--- src/hw/rtl/bfd_pkg.sv ---
// Shared types and constants of the box filter image downscaler.
`default_nettype none

package bfd_pkg;

    // Field widths.
    localparam int PIX_W      = 8;
    localparam int FACTOR_W   = 5;
    localparam int WIDTH_W    = 13;
    localparam int HEIGHT_W   = 16;
    localparam int RUN_W      = 12;
    localparam int SUM_W      = 16;
    localparam int PHASE_W    = 4;
    localparam int CFG_IDX_W  = 2;
    localparam int CFG_DATA_W = 16;

    // Limits and defaults.
    localparam int MAX_FACTOR    = 16;
    localparam int MAX_WIDTH_DEF = 4096;
    localparam int PIX_MAX       = 255;
    localparam int FACTOR_RST    = 1;
    localparam int WIDTH_RST     = 4096;
    localparam int HEIGHT_RST    = 4096;

    // Divider operand widths: numerator covers 2*sum + f*f, divisor covers 2*f*f.
    localparam int DIV_NW = 18;
    localparam int DIV_DW = 10;

    // Configuration register indexes.
    localparam logic [CFG_IDX_W-1:0] CFG_FACTOR = 2'd0;
    localparam logic [CFG_IDX_W-1:0] CFG_WIDTH  = 2'd1;
    localparam logic [CFG_IDX_W-1:0] CFG_HEIGHT = 2'd2;

    // Operand selection of the shared divider.
    typedef enum logic [1:0] {
        DIV_WIDTH,
        DIV_HEIGHT,
        DIV_AVG
    } div_sel_t;

    // Commands from the controller to the datapath.
    typedef struct packed {
        logic     load_pix;
        logic     commit;
        logic     rd_en;
        logic     div_start;
        div_sel_t div_sel;
        logic     load_ow;
        logic     load_oh;
        logic     load_out;
    } dp_cmd_t;

    // Status from the datapath to the controller.
    typedef struct packed {
        logic grp_done;
        logic final_row;
        logic div_done;
    } dp_stat_t;

endpackage

`default_nettype wire

--- src/hw/rtl/bfd_ctrl.sv ---
// Controller state machine of the box filter image downscaler.
`default_nettype none

module bfd_ctrl (
    input  wire logic              aclk,
    input  wire logic              aresetn,
    input  wire logic              s_valid,
    output logic                   s_ready,
    output logic                   m_valid,
    input  wire logic              m_ready,
    input  wire logic              cfg_wr_en,
    input  wire bfd_pkg::dp_stat_t stat,
    output bfd_pkg::dp_cmd_t       cmd
);

    typedef enum logic [2:0] {
        S_IDLE,
        S_WAIT_W,
        S_WAIT_H,
        S_ACC,
        S_SUM,
        S_DIV,
        S_EMIT
    } state_t;

    state_t state_reg;
    state_t state_next;
    logic   dirty_reg;
    logic   dirty_next;
    logic   m_valid_reg;
    logic   m_valid_next;

    // Next state and datapath commands.
    always_comb begin
        state_next   = state_reg;
        dirty_next   = dirty_reg | cfg_wr_en;
        m_valid_next = m_valid_reg & ~m_ready;
        cmd          = '0;
        cmd.div_sel  = bfd_pkg::DIV_WIDTH;
        s_ready      = 1'b0;

        unique case (state_reg)
            S_IDLE: begin
                if (dirty_reg) begin
                    // Derived frame bounds are stale: recompute them first.
                    cmd.div_start = 1'b1;
                    cmd.div_sel   = bfd_pkg::DIV_WIDTH;
                    dirty_next    = cfg_wr_en;
                    state_next    = S_WAIT_W;
                end else if (!cfg_wr_en) begin
                    s_ready = 1'b1;
                    if (s_valid) begin
                        cmd.load_pix = 1'b1;
                        state_next   = S_ACC;
                    end
                end
            end
            S_WAIT_W: begin
                if (stat.div_done) begin
                    cmd.load_ow   = 1'b1;
                    cmd.div_start = 1'b1;
                    cmd.div_sel   = bfd_pkg::DIV_HEIGHT;
                    state_next    = S_WAIT_H;
                end
            end
            S_WAIT_H: begin
                if (stat.div_done) begin
                    cmd.load_oh = 1'b1;
                    state_next  = S_IDLE;
                end
            end
            S_ACC: begin
                if (stat.grp_done) begin
                    cmd.rd_en  = 1'b1;
                    state_next = S_SUM;
                end else begin
                    cmd.commit = 1'b1;
                    state_next = S_IDLE;
                end
            end
            S_SUM: begin
                cmd.commit = 1'b1;
                if (stat.final_row) begin
                    cmd.div_start = 1'b1;
                    cmd.div_sel   = bfd_pkg::DIV_AVG;
                    state_next    = S_DIV;
                end else begin
                    state_next = S_IDLE;
                end
            end
            S_DIV: begin
                if (stat.div_done) begin
                    state_next = S_EMIT;
                end
            end
            S_EMIT: begin
                if (!m_valid_reg || m_ready) begin
                    cmd.load_out = 1'b1;
                    m_valid_next = 1'b1;
                    state_next   = S_IDLE;
                end
            end
            default: begin
                state_next = S_IDLE;
            end
        endcase
    end

    // State, pending-configuration flag and output valid.
    always_ff @(posedge aclk) begin
        if (!aresetn) begin
            state_reg   <= S_IDLE;
            dirty_reg   <= 1'b1;
            m_valid_reg <= 1'b0;
        end else begin
            state_reg   <= state_next;
            dirty_reg   <= dirty_next;
            m_valid_reg <= m_valid_next;
        end
    end

    assign m_valid = m_valid_reg;

endmodule

`default_nettype wire

--- config.mk ---
export PLATFORM = sky130hd
export DESIGN_NAME = bfd_ctrl
export DESIGN_NICKNAME = d
export VERILOG_FILES = /design/src/hw/rtl/bfd_pkg.sv /design/src/hw/rtl/bfd_ctrl.sv
export SDC_FILE = /design/constraint.sdc
export NUM_CORES = 1
export LEC_CHECK = 0
export BUFFER_PORTS_ARGS = -buffer_cell sky130_fd_sc_hd__buf_2
export CORE_AREA = 2 2 39 41
export CTS_CLUSTER_SIZE = 10
export DETAILED_ROUTE_END_ITERATION = 8
export DIE_AREA = 0 0 41 43
export GPL_TIMING_DRIVEN = 1
export PLACE_DENSITY = 0.63
export SYNTH_ARGS = -nofsm -noshare
export SYNTH_HDL_FRONTEND = slang
export SYNTH_SLANG_ARGS = --single-unit
--- constraint.sdc ---
create_clock -name aclk -period 1.64 [get_ports aclk]
set_input_delay 0 -clock aclk [delete_from_list [all_inputs] [get_ports aclk]]
set_output_delay 0 -clock aclk [all_outputs]
set_load 0.005 [all_outputs]
Yosys cells after proc, flatten, opt, wreduce, memory -nomap -nowiden
Index checks and enable logic that the tools add are counted.

storage, ports and cells
  bits in registers = 5
  logic and storage cells = 56
  bits of input ports = 8
  output and inout port bits = 11

operators by class
  bitwise logic cells = 3
  multiplexer cells = 34
  reductions and logical operators = 4
  equality and inequality tests = 12

operator list
  cell                  count
  $mux W3               11
  $pmux W3 S7           1
  $mux W1               19
  $eq A3 B3 Y1 const B  3
  $pmux W3 S3           1
  $ne A2 B2 Y1 const B  4
  $eq A3 B2 Y1 const B  2
  $ne A3 B3 Y1 const B  2
  $reduce_and A6 Y1     1
  $mux W4               1
  $eq A3 B1 Y1 const B  1
  $logic_not A3 Y1      1
  $pmux W1 S2           1
  $and A1 B1 Y1         1
  $logic_not A1 Y1      1
  $logic_or A1 B1 Y1    1
  $not A1 Y1            1
  $or A1 B1 Y1          1

Logic depth before layout (Yosys ltp)
  depth in word-level cells = 4
  depth in mapped cells = 5
  gate-level depth less buffers = 4

Least setup slack after synthesis
OpenSTA, ideal clock, no wires.

  path type = flip-flop to flip-flop
  from = reg state_reg[0]
  to = reg state_reg[2]
  library setup time = 122 ps
  slack = 426 ps
  data arrival time = 1092 ps
  buffers on the path = 1
  cell stages (with the launch flop) = 5
  data required time = 1518 ps
  cells stage by stage = dfxtp_1 -> buf_2 -> a2111o_1 -> a21o_1 -> o311a_1

on the way
  cells in the longest elaborated chain, start to end = 3
  elaborated cells between the ends (all ways) = 15
  classes of those cells = eq/ne (12); mux (1); reduce/logical (2)

RTL lines
  what                                                    line             RTL
  from (decl)                                             bfd_ctrl.sv:26   state_t state_reg;
  from (signal assigned)                                  bfd_ctrl.sv:116  state_reg <= state_next;
  $eq A3 B3 Y1 (tied with other cells)                    bfd_ctrl.sv:42   unique case (state_reg)
  $ne A2 B2 Y1 (no line) or $ne A3 B3 Y1 (tied branches)  n/a
  $reduce_and A6 Y1 (no line)                             n/a

Several ways; a longest one is shown, not always the timed one.
A chain may end at the register's enable or synchronous reset.

Final worst setup path
  from = reg state_reg[1]
  to = reg dirty_reg

on the way
  cells in the longest elaborated chain, start to end = 2

RTL lines
  what                  line             RTL
  $logic_not A3 Y1      bfd_ctrl.sv:42
  $mux W1               bfd_ctrl.sv:42
  to (signal assigned)  bfd_ctrl.sv:117  dirty_reg <= dirty_next;
  to (decl)             bfd_ctrl.sv:28   logic dirty_reg;

Every way passes these cells.

==> flow_summary_export.csv <==
group,metric,value,unit
setup_path,r2r_slack,0.15,ns
setup_path,critPathCaptureType,"flip-flop",
synthesis,synth_top_family_by_area,"simple AND/OR/NAND/NOR gates",
cells_and_area,drive_above_1_share,0.380,
synthesis,syn_area,404,um2
detailed_routing,first_pass_iters,3,
cells_and_area,nFillCells,154,
timing,setup_viol,0,
power,ir_drop,0.000327,V
power,switching_power,161,uW
detailed_routing,wl_per_cell,10.1,um
cells_and_area,largest_reg_flops,3,
cts,cts_root_buf,"clkbuf_4",
detailed_routing,vias_per_cell,4.92,
floorplan,die_w,41,um
global_route,antenna_found_initial,0,
synthesis,yosys.area_share.simple,0.384,
floorplan,rows,14,
worst_hold_path,hp-class,"in -> reg",
cts,clk_latency,0.24,ns
timing,tns,0,ns
setup_path,cp_slowest_stage_delay,0.56,ns
detailed_routing,drc,0,
detailed_routing,routed-via-count,428,
placed_design,dpl_cell_area,493,um2
synthesis,synthFlopType,"dfxtp_1",
global_route,grt_max_degree,15,
global_route,first_global_vias,342,
setup_path,path_max_fanout,9,
floorplan,die-area,1760,um2
setup_path,worst_setup_path_start_kind,"flip-flop",
synthesis,synth_fa_ha_area_frac,0,
timing,fin_crit,1.49,ns
power,clkPwrFrac,0.279,
floorplan,io_pins,19,
detailed_routing,wl,877,um
synthesis,synth_cell_types,30,
setup_path,path_cells,"buf_4, o31ai_1, nand3b_1, dlygate4sd3_1",
synthesis,synth_seq_cells,5,
global_route,grt_usage,0.109,
setup_path,worstSetupPathType,"reg -> reg",
setup_path,rr_worst_depth,4,
synthesis,synth_xor_area_frac,0,
synthesis,async_flop_share,0,
power,p_sw_frac,0.324,
power,power_leakage,0.271,nW
outcome,status,"completed",
cells_and_area,fin_util,0.391,
synthesis,avgSynthCellArea,8.08,um2
synthesis,synth_top_cell_by_area,"dfxtp_1",
cts,tritoncts,"yes",
cts,cts_max_path_buffers,2,
synthesis,synth_area_leaders,"dfxtp_1, and3_1, nand2_1, nand2b_1, nor2b_1",
cts,postCtsSetupRepairBufs,0,
cts,path_clk_slew,0.04,ns
power,p_int,335,uW
global_route,grt_pass1_wl,1300,um
timing,fin_worst_skew,0.00233,ns
cts,htreeDepth,1,
floorplan,die_h,43,um
placed_design,dp_hpwl,695,um
worst_hold_path,hold_depth,2,
synthesis,synth_top_area_frac,0.248,
synthesis,synth_edf_count,0,
cells_and_area,synthToLayoutAreaGrowth,33.7,%
timing,tightest_slew,0.401,ns
cells_and_area,final_area,541,um2
cts,numCtsBuffers,3,
power,comb_power_share,0.358,
run,maxCapViolCount,0,
power,cellPowerDensity,917,nW/um2
floorplan,core,1380,um2
synthesis,synth-compound-area-share,0.288,
synthesis,synthMuxAreaShare,0,
detailed_routing,detail-route-antenna-nets,0,
cells_and_area,diodes,0,
timing,rsz0062_at_grt,"false",
setup_path,arrival,1.61,ns
power,pwr-share-seq,0.363,
setup_path,cp.required,1.76,ns
floorplan,initial_core_util,0.292,
placed_design,place_congestion,0.649,
placed_design,port_buffers,18,
setup_path,cp_slowest_cell,"dlygate4sd3_1",
detailed_routing,drt_iter0_markers,9,
synthesis,yosys_warnings,0,
timing,worst_slew_margin_rel,0.732,
synthesis,syn_nets,58,
timing,period_share,0.908,
synthesis,ys_seq_area_frac,0.248,
timing,drv_slew,0,
timing,hold_viol,0,
global_route,grt-ovfl-total,0,
timing,fmax,672,MHz
synthesis,syn_inst,50,
cells_and_area,nets,80,
cts,clock_sinks,5,
[synth_stat cells (2+ instances only)]
cell type,instances
nand2b_1,3
nor2b_1,3
dfxtp_1,5
buf_2,2
a21oi_1,3
and3_1,3
nand2_1,5
nor2_1,4
[power groups by stage]
stage | Clock, mW | Combinational (mW) | Sequential (mW)
floorplan | 0 | 0.158 | 0.154
global placement | 0 | 0.171 | 0.182
detailed placement | 0 | 0.174 | 0.182
CTS | 0.146 | 0.180 | 0.179
global route | 0.160 | 0.202 | 0.184
finish | 0.138 | 0.178 | 0.180
[final timing paths]
check / start / to
min: aresetn / state_reg[0]
max reg2reg: state_reg[1] / dirty_reg
min reg2reg: m_valid / m_valid
max: state_reg[1] / dirty_reg
[metrics by stage]
step	hold slack [ns]	cells	setup WS (ns)	power, mW
3_5_place_dp	0.218	81	0.203	0.355
6_report	0.0338	87	0.151	0.496
5_1_grt	0.0352	87	0.0513	0.547
2_1_floorplan	0.0311	50	0.426	0.312
4_1_cts	0.0294	87	0.0957	0.506
3_3_place_gp	0.221	81	0.220	0.353
[cell type report]
class	instances	area, um2	area share
sequential	5	101	0.187
multi-input combinational	40	272	0.502
inverter	1	3.75	0.00694
clock buffer	4	26.3	0.0486
tap	16	20.0	0.0370
timing repair buffer	21	118	0.218
[cells by family after synthesis]
kind of cell	count (synthesis)
AND/OR/NAND/NOR	26
AO/OA/AOI/OAI	14
flip-flops	5
buffers and inverters	5
[placed cells by master, fill, tap and decap left out]
| master | count |
|---|---|
| or4_4 | 1 |
| nor2b_1 | 3 |
| nand2_1 | 5 |
| dlygate4sd3_1 | 2 |
| and3_1 | 3 |
| nand3b_1 | 1 |
| inv_1 | 1 |
| a2111o_1 | 1 |
| dfxtp_1 | 4 |
| a21oi_1 | 3 |
| o31ai_1 | 1 |
| buf_2 | 18 |
| nor3_1 | 1 |
| and2b_4 | 1 |
| o211a_1 | 1 |
| o21a_1 | 1 |
| nor2_1 | 4 |
| nor3b_1 | 1 |
| and3_4 | 1 |
| clkbuf_1 | 1 |
| a21o_1 | 1 |
| buf_4 | 1 |
| dfxtp_2 | 1 |
| o41a_1 | 1 |
| nand2b_1 | 3 |
| nor4_1 | 1 |
| clkbuf_4 | 3 |
| a2111oi_2 | 1 |
| o311a_1 | 1 |
| o21ai_1 | 1 |
| a21boi_0 | 1 |
| o2bb2ai_1 | 1 |
| and2_1 | 1 |
[worst max-delay path: cells and delay by family (launching register included)]
kind                   cells  cell delay (ns)
buffers and inverters      2             0.72
AOI/OAI and AO/OA          1             0.20
DFF                        1             0.36
and+or+nand+nor            1             0.10
[metal layers]
layer,wire [um],vias to the layer above,GRT usage
met5,0,-,0
met1,401,191,0.122
li1,-,224,-
met4,6,0,0.100
met2,410,11,0.166
met3,58,2,0.0157
[what timing repair did]
action,4_1_cts,5_1_grt
hold endpoints to repair,1,0
resized for setup,0,1
hold buffers,2,0
endpoints found under the setup margin,0,1
No activity file was read; power rests on OpenSTA's default activity.
